<file path="src/rtl/heightmap_vertex_normals_top_assert.svh">
// ----------------------------------------------------------------------------
// Heightmap vertex normals assertion macros
// Shared concurrent assertion forms, clocked on i_clk and held off in reset.
// ----------------------------------------------------------------------------
`ifndef HEIGHTMAP_VERTEX_NORMALS_TOP_ASSERT_SVH
`define HEIGHTMAP_VERTEX_NORMALS_TOP_ASSERT_SVH

// Same-cycle implication.
`define HVN_ASSERT_IMP(name, ante, cons, msg) \
    name: assert property (@(posedge i_clk) disable iff (!i_rst_n) (ante) |-> (cons)) \
        else $error(msg);

// Next-cycle implication.
`define HVN_ASSERT_NEXT(name, ante, cons, msg) \
    name: assert property (@(posedge i_clk) disable iff (!i_rst_n) (ante) |=> (cons)) \
        else $error(msg);

`endif

</file>
<file path="src/rtl/hvn_pkg.sv">
// ----------------------------------------------------------------------------
// Heightmap vertex normals package
// Widths, register indexes, state types and controller command structures.
// ----------------------------------------------------------------------------
package hvn_pkg;

    localparam int MAX_WIDTH_DEF  = 256;
    localparam int MAX_HEIGHT_DEF = 256;

    localparam int SMP_W   = 8;
    localparam int GAIN_W  = 16;
    localparam int HGT_W   = SMP_W + GAIN_W;
    localparam int VEC_W   = HGT_W + 1;
    localparam int NRM_W   = 16;
    localparam int POS_W   = 8;
    localparam int DIM_W   = 9;
    localparam int SQ_W    = 64;
    localparam int LEN_W   = 32;
    localparam int PROD_W  = 2 * VEC_W;
    localparam int FRAC_SHIFT = 21;
    localparam int QUO_W   = 15;
    localparam int DEN_SHIFT  = QUO_W - 1;
    localparam int NUM_W   = VEC_W + FRAC_SHIFT + 1;
    localparam int ROOT_SHIFT = 12;
    localparam int ROOT_STEPS = 32;
    localparam int CNT_W   = 5;
    localparam int FACE_Y  = 65536;
    localparam int NRM_MAX = 16384;

    localparam int ADDR_W  = 4;
    localparam int APB_W   = 32;

    localparam logic [1:0] REG_GRID_WIDTH  = 2'd0;
    localparam logic [1:0] REG_GRID_HEIGHT = 2'd1;
    localparam logic [1:0] REG_HEIGHT_GAIN = 2'd2;

    localparam logic [DIM_W-1:0]  GRID_WIDTH_RST  = 9'd256;
    localparam logic [DIM_W-1:0]  GRID_HEIGHT_RST = 9'd256;
    localparam logic [GAIN_W-1:0] HEIGHT_GAIN_RST = 16'd5461;

    typedef struct packed {
        logic signed [NRM_W-1:0] z;
        logic signed [NRM_W-1:0] y;
        logic signed [NRM_W-1:0] x;
    } t_face;

    typedef enum logic [3:0] {
        ST_IDLE,
        ST_MUL,
        ST_DECIDE,
        ST_FACE,
        ST_VSEL,
        ST_VWAIT,
        ST_EMIT,
        ST_UPD_A,
        ST_UPD_B
    } t_state;

    typedef enum logic [2:0] {
        NS_IDLE,
        NS_SQ,
        NS_ROOT,
        NS_DLOAD,
        NS_DIV,
        NS_DONE
    } t_norm_state;

    typedef struct packed {
        logic       accept;
        logic       mul;
        logic       face_start;
        logic       face_keep;
        logic       vert_start;
        logic       out_load;
        logic       out_last;
        logic       upd_a;
        logic       upd_b;
        logic [1:0] vidx;
    } t_cmd;

    typedef struct packed {
        logic       face_need;
        logic [3:0] vert_en;
        logic       norm_busy;
        logic       norm_done;
        logic       out_free;
    } t_sts;

endpackage

</file>
<file path="src/rtl/hvn_ctrl.sv">
// ----------------------------------------------------------------------------
// Heightmap vertex normals controller
// Sequences one sample: scale, face normal, up to four vertex normals, and
// the line buffer and position update.
// ----------------------------------------------------------------------------
`include "heightmap_vertex_normals_top_assert.svh"

module hvn_ctrl (
    input  logic          i_clk,
    input  logic          i_rst_n,
    input  logic          i_in_valid,
    output logic          o_in_ready,
    input  hvn_pkg::t_sts i_sts,
    output hvn_pkg::t_cmd o_cmd
);
    import hvn_pkg::*;

    t_state     r_state, n_state;
    logic [1:0] r_vidx, n_vidx;
    logic       last_vert;

    always_ff @(posedge i_clk) begin
        if (!i_rst_n) begin
            r_state <= ST_IDLE;
            r_vidx  <= '0;
        end else begin
            r_state <= n_state;
            r_vidx  <= n_vidx;
        end
    end

    always_comb begin
        case (r_vidx)
            2'd0:    last_vert = ~|i_sts.vert_en[3:1];
            2'd1:    last_vert = ~|i_sts.vert_en[3:2];
            2'd2:    last_vert = ~i_sts.vert_en[3];
            default: last_vert = 1'b1;
        endcase
    end

    always_comb begin
        n_state = r_state;
        n_vidx  = r_vidx;
        case (r_state)
            ST_IDLE:   if (i_in_valid) n_state = ST_MUL;
            ST_MUL:    n_state = ST_DECIDE;
            ST_DECIDE: begin
                n_vidx  = '0;
                n_state = i_sts.face_need ? ST_FACE : ST_UPD_A;
            end
            ST_FACE:   if (i_sts.norm_done) n_state = ST_VSEL;
            ST_VSEL: begin
                if (i_sts.vert_en[r_vidx]) begin
                    n_state = ST_VWAIT;
                end else if (r_vidx == 2'd3) begin
                    n_state = ST_UPD_A;
                end else begin
                    n_vidx = r_vidx + 1'b1;
                end
            end
            ST_VWAIT:  if (i_sts.norm_done) n_state = ST_EMIT;
            ST_EMIT: begin
                if (i_sts.out_free) begin
                    if (last_vert) begin
                        n_state = ST_UPD_A;
                    end else begin
                        n_vidx  = r_vidx + 1'b1;
                        n_state = ST_VSEL;
                    end
                end
            end
            ST_UPD_A:  n_state = ST_UPD_B;
            ST_UPD_B:  n_state = ST_IDLE;
            default:   n_state = ST_IDLE;
        endcase
    end

    always_comb begin
        o_cmd      = '0;
        o_cmd.vidx = r_vidx;
        o_in_ready = 1'b0;
        case (r_state)
            ST_IDLE: begin
                o_in_ready   = 1'b1;
                o_cmd.accept = i_in_valid;
            end
            ST_MUL:    o_cmd.mul = 1'b1;
            ST_DECIDE: o_cmd.face_start = i_sts.face_need;
            ST_FACE:   o_cmd.face_keep = i_sts.norm_done;
            ST_VSEL:   o_cmd.vert_start = i_sts.vert_en[r_vidx];
            ST_EMIT: begin
                o_cmd.out_load = i_sts.out_free;
                o_cmd.out_last = last_vert;
            end
            ST_UPD_A:  o_cmd.upd_a = 1'b1;
            ST_UPD_B:  o_cmd.upd_b = 1'b1;
            default:   o_cmd.accept = 1'b0;
        endcase
    end

    `HVN_ASSERT_IMP(a_load_free, o_cmd.out_load, i_sts.out_free, "result loaded into a full slot")
    `HVN_ASSERT_IMP(a_start_idle, o_cmd.face_start || o_cmd.vert_start, !i_sts.norm_busy, "normalizer restarted while busy")
    `HVN_ASSERT_NEXT(a_accept_mul, (r_state == ST_IDLE) && i_in_valid, r_state == ST_MUL, "accepted sample not scaled next")

endmodule

</file>
<file path="config.mk">
export PLATFORM = sky130hd
export DESIGN_NAME = hvn_ctrl
export DESIGN_NICKNAME = d
export VERILOG_FILES = /design/src/rtl/hvn_pkg.sv /design/src/rtl/hvn_ctrl.sv
export VERILOG_INCLUDE_DIRS = /design/src /design/src/rtl
export SDC_FILE = /design/constraint.sdc
export NUM_CORES = 1
export LEC_CHECK = 0
export CAP_MARGIN = 20
export CORE_UTILIZATION = 24
export DETAILED_ROUTE_END_ITERATION = 12
export DONT_BUFFER_PORTS = 1
export GPL_TIMING_DRIVEN = 0
export SLEW_MARGIN = 25
export SYNTH_ARGS = -nofsm -noshare
export SYNTH_HDL_FRONTEND = slang
export SYNTH_SLANG_ARGS = --single-unit
</file>
<file path="constraint.sdc">
create_clock -name i_clk -period 2.13 [get_ports i_clk]
set_input_delay 0.426 -clock i_clk [delete_from_list [all_inputs] [get_ports i_clk]]
set_output_delay 0.426 -clock i_clk [all_outputs]
set_load 0.02 [all_outputs]
</file>
==> implementation parameters <==
Parameter                              Value

Status
  Outcome    finished with violations
  Violated checks    setup timing

Logic synthesis
  Average cell area after synthesis    between 7 and 8 µm²
  Unique masters post-synth    35
  Number of instances in the synthesized netlist    76
  Synth Cell Area    between 600 and 700 µm²
  Seq/Total Area, Yosys    between 10% and 20%
  Warnings, synthesis    0
  Total of flip-flops plus latches after synthesis    6
  Synthesized netlist net count    91

Drt
  Via total after detailed routing    558
  Antenna violation net count after detailed routing    0
  Final Routed Wirelength    ~1400 µm
  Drt first-iter violations    19
  Routed vias/inst    5.21
  Wirelength per Cell    between 10 and 15 µm
  Number of remaining DRC errors    0
  Detailed-routing iteration count for the pre-antenna-repair pass    4

Floorplanning
  Io pins    23
  Standard-cell row count    17
  Floorplan die width    around 52 µm
  Area of the die    between 2000 and 3000 µm²
  Initial cell density of the core    26.2%
  Chip Height    52.1 µm
  Placeable Area    ~2300 µm²

Power
  Maximum vdd ir drop    0.556 mV
  PD cells    just under 1000 nW/µm²
  Static leakage    between 0.2 and 0.25 nW

Clock network
  CTS tree    built
  Post-CTS Setup Inserts    0
  Cts bufs inserted    3
  Total clock sinks    6
  Clk Tree Root Cell    sky130_fd_sc_hd__clkbuf_4
  Source-to-sink clock delay at the later pin of the worst-skew pair    0.24 ns
  CTS HTree Levels    1
  Clk slew on worst S/H paths    approximately 0.050 ns
  Maximum clock insertion buffer count    2

Finish
  Ratio of cells with drive above 1 in the final layout    roughly 18%
  Inserted Diodes    0
  Final standard cell count with taps included and fillers excluded    between 100 and 150
  Net total in the final layout    96
  Fillcell total    248
  Synth-to-layout area growth    15.4%
  Final design instance area without fill    694 µm²

Timing
  Worst-margin pin slew    a little under 0.9 ns
  Final worst setup slack    -0.0505 ns
  Relative slew margins    40.0%
  Max frequency    about 0.46 GHz
  Final Hold Violating Endpoints    0
  Worst Skew    between 0.0015 and 0.002 ns
  RSZ-0062 raised after global routing    yes
  Setup violators final    2
  Final Critical Period    ~2.2 ns
  Setup TNS    -0.0551 ns
  Portion of the clock cycle consumed by the worst path in the final layout    102%
  Final Hold Slack    0.441 ns
  Total count of max-transition violations in the final report    0

GRT
  Maximum number of pins on one net before global-route repair    11
  Final global-route overflow total    0
  Number of antenna violations at the first check in global routing    0
  Number of global-route vias before repair    about 510
  First-pass GRT wire length    2240 µm
  Overall track demand over capacity in global routing    ~11%

Critical path
  Data arrival time of the critical path    approximately 1.8 ns
  Capturing element type of the critical path    output pin
  Chain of cells forming the critical path    clkbuf_1, nor4_1
  Largest driver fanout on the critical path    10
  Required time at the endpoint of the critical path    1.70 ns
  Critical path's slowest cell    sky130_fd_sc_hd__nor4_1
  Kind of launch point of the worst setup path    flop
  Class of the most critical setup path    reg2out
  Peak per-stage delay on the critical path    around 0.84 ns

Placement
  Dpl cells    between 100 and 150
  Half-perimeter wire length of the detailed placement result    around 1100 µm
  Port Buffers    0
  Placed Instance Area    around 640 µm²
  Place WS    -0.120 ns
  Placer Congestion    approximately 0.76

Worst hold path
  Min-Delay Path Class    in2reg

Run
  Max_cap viols    0
## registers in the layout, indices dropped and copies added (netlist names)
name,flops
r_state,4
r_vidx,2
## logic make-up after synthesis
kind of cell / after synthesis / synth area share (%)
and+or+nand+nor: 36 / 37.4
AOI/OAI and AO/OA: 13 / 16.4
buffers and inverters: 12 / 7.69
DFF: 6 / 20.0
muxes: 4 / 8.73
adders and majority gates: 4 / 8.32
xor gates and xnor gates: 1 / 1.46
## stage by stage
| stage | utilization [%] | total power [mW] |
|---|---|---|
| floorplan | - | 0.489 |
| CTS | 29.5 | 0.665 |
| finish | 30.2 | 0.685 |
| detailed placement | 27.7 | 0.547 |
| global placement | 27.7 | 0.540 |
| global route | 30.2 | 0.741 |
## worst max-delay path: cells and delay by family, from the launching register on
kind	cells	cell delay, ns
simple gates	1	0.84
buf+inv	1	0.30
flops	1	0.38
## cells in the final DEF, fill, tap and decap left out
master and instances:
sky130_fd_sc_hd__mux4_2 1, sky130_fd_sc_hd__o21ai_1 1, sky130_fd_sc_hd__nor4_4 1, sky130_fd_sc_hd__a31oi_1 1, sky130_fd_sc_hd__o311a_1 1, sky130_fd_sc_hd__nor2_4 1, sky130_fd_sc_hd__a21oi_2 1, sky130_fd_sc_hd__or4_4 1
sky130_fd_sc_hd__nand3b_1 1, sky130_fd_sc_hd__a311oi_1 2, sky130_fd_sc_hd__dfxtp_1 5, sky130_fd_sc_hd__nand2b_1 2, sky130_fd_sc_hd__o41ai_1 1, sky130_fd_sc_hd__nor4_1 3, sky130_fd_sc_hd__and3_4 1, sky130_fd_sc_hd__o32ai_2 1
sky130_fd_sc_hd__buf_2 1, sky130_fd_sc_hd__or3b_1 1, sky130_fd_sc_hd__inv_1 6, sky130_fd_sc_hd__ha_1 4, sky130_fd_sc_hd__nor3_1 1, sky130_fd_sc_hd__and2_1 2, sky130_fd_sc_hd__xnor2_1 1, sky130_fd_sc_hd__mux2i_1 3
sky130_fd_sc_hd__nand3_1 4, sky130_fd_sc_hd__a22oi_1 1, sky130_fd_sc_hd__a21oi_1 2, sky130_fd_sc_hd__clkbuf_4 3, sky130_fd_sc_hd__o21ai_0 1, sky130_fd_sc_hd__nor2b_1 4, sky130_fd_sc_hd__nor2_1 5, sky130_fd_sc_hd__clkbuf_1 4
sky130_fd_sc_hd__nor4b_2 2, sky130_fd_sc_hd__buf_1 1, sky130_fd_sc_hd__and4_1 1, sky130_fd_sc_hd__dfxtp_4 1, sky130_fd_sc_hd__nand2_1 3, sky130_fd_sc_hd__o21a_1 1, sky130_fd_sc_hd__and3_1 3
## layout make-up
cell class | instances | area (µm²) | share of cell area, %
plain buffers | 6 | 23.8 | 3.42
flip-flops and latches | 6 | 124 | 17.8
well taps | 28 | 35.0 | 5.05
multi-input cells | 58 | 467 | 67.2
clock buffers | 3 | 22.5 | 3.24
inverters | 6 | 22.5 | 3.24
## synth_stat cells
master                     count  area, µm²
sky130_fd_sc_hd__and3_4        1       11.3
sky130_fd_sc_hd__a311oi_1      2       17.5
sky130_fd_sc_hd__and4_1        1       8.76
sky130_fd_sc_hd__o21ai_0       1       5.00
sky130_fd_sc_hd__o41ai_1       1       8.76
sky130_fd_sc_hd__nor2_1        5       18.8
sky130_fd_sc_hd__o21a_1        1       7.51
sky130_fd_sc_hd__o32ai_2       1       16.3
sky130_fd_sc_hd__or4_4         1       11.3
sky130_fd_sc_hd__o311a_1       1       10.0
sky130_fd_sc_hd__buf_2         1       5.00
sky130_fd_sc_hd__xnor2_1       1       8.76
sky130_fd_sc_hd__and2_1        2       12.5
sky130_fd_sc_hd__dfxtp_1       6        120
sky130_fd_sc_hd__nor2_4        1       11.3
sky130_fd_sc_hd__inv_1         6       22.5
sky130_fd_sc_hd__nand2b_1      2       12.5
sky130_fd_sc_hd__nand2_1       3       11.3
sky130_fd_sc_hd__o21ai_1       1       5.00
sky130_fd_sc_hd__nand3b_1      1       7.51
sky130_fd_sc_hd__nor4_1        4       25.0
sky130_fd_sc_hd__mux4_2        1       22.5
sky130_fd_sc_hd__or3b_1        1       8.76
sky130_fd_sc_hd__clkbuf_1      4       15.0
sky130_fd_sc_hd__nand3_1       4       20.0
sky130_fd_sc_hd__mux2i_1       3       30.0
sky130_fd_sc_hd__and3_1        3       18.8
sky130_fd_sc_hd__a21oi_1       3       15.0
sky130_fd_sc_hd__ha_1          4       50.1
sky130_fd_sc_hd__nor4b_1       2       17.5
sky130_fd_sc_hd__a22oi_1       1       7.51
sky130_fd_sc_hd__nor2b_1       4       25.0
sky130_fd_sc_hd__nor3_1        1       5.00
sky130_fd_sc_hd__buf_1         1       3.75
sky130_fd_sc_hd__a31oi_1       1       6.26
## report_power, final
group | total (mW) | switching, mW | internal (mW)
combinational | 0.423 | 0.258 | 0.165
sequential | 0.159 | 0.0253 | 0.133
clock | 0.103 | 0.0396 | 0.0637
## path summary, 6_finish.rpt
kind,from,slack [ns],to,cells past startpoint
setup / recovery,r_state[2]$_SDFFE_PN0P_,-0.05,o_cmd[9],2
hold / removal,i_sts[1],0.44,r_state[0]$_SDFFE_PN0P_,2
setup reg to reg,r_vidx[0]$_SDFFE_PN0P_,0.10,r_vidx[0]$_SDFFE_PN0P_,5
hold reg to reg,r_vidx[0]$_SDFFE_PN0P_,0.54,r_vidx[0]$_SDFFE_PN0P_,2
## layer usage
layer	track usage, %	part of all wire [%]	vias up	routed length, µm
met5	0	0	-	0
met4	5.41	0	0	0
met3	3.80	8.1	0	113
met2	19.0	49	21	690
met1	12.9	43	250	595
li1	-	-	287	-
## repair_timing
item | CTS | global route
resized for setup | 4 | 3
pin swaps | 0 | 0
endpoints found under the setup margin | 7 | 6
hold buffers | 0 | 0
(Power assumes the default switching activity.)
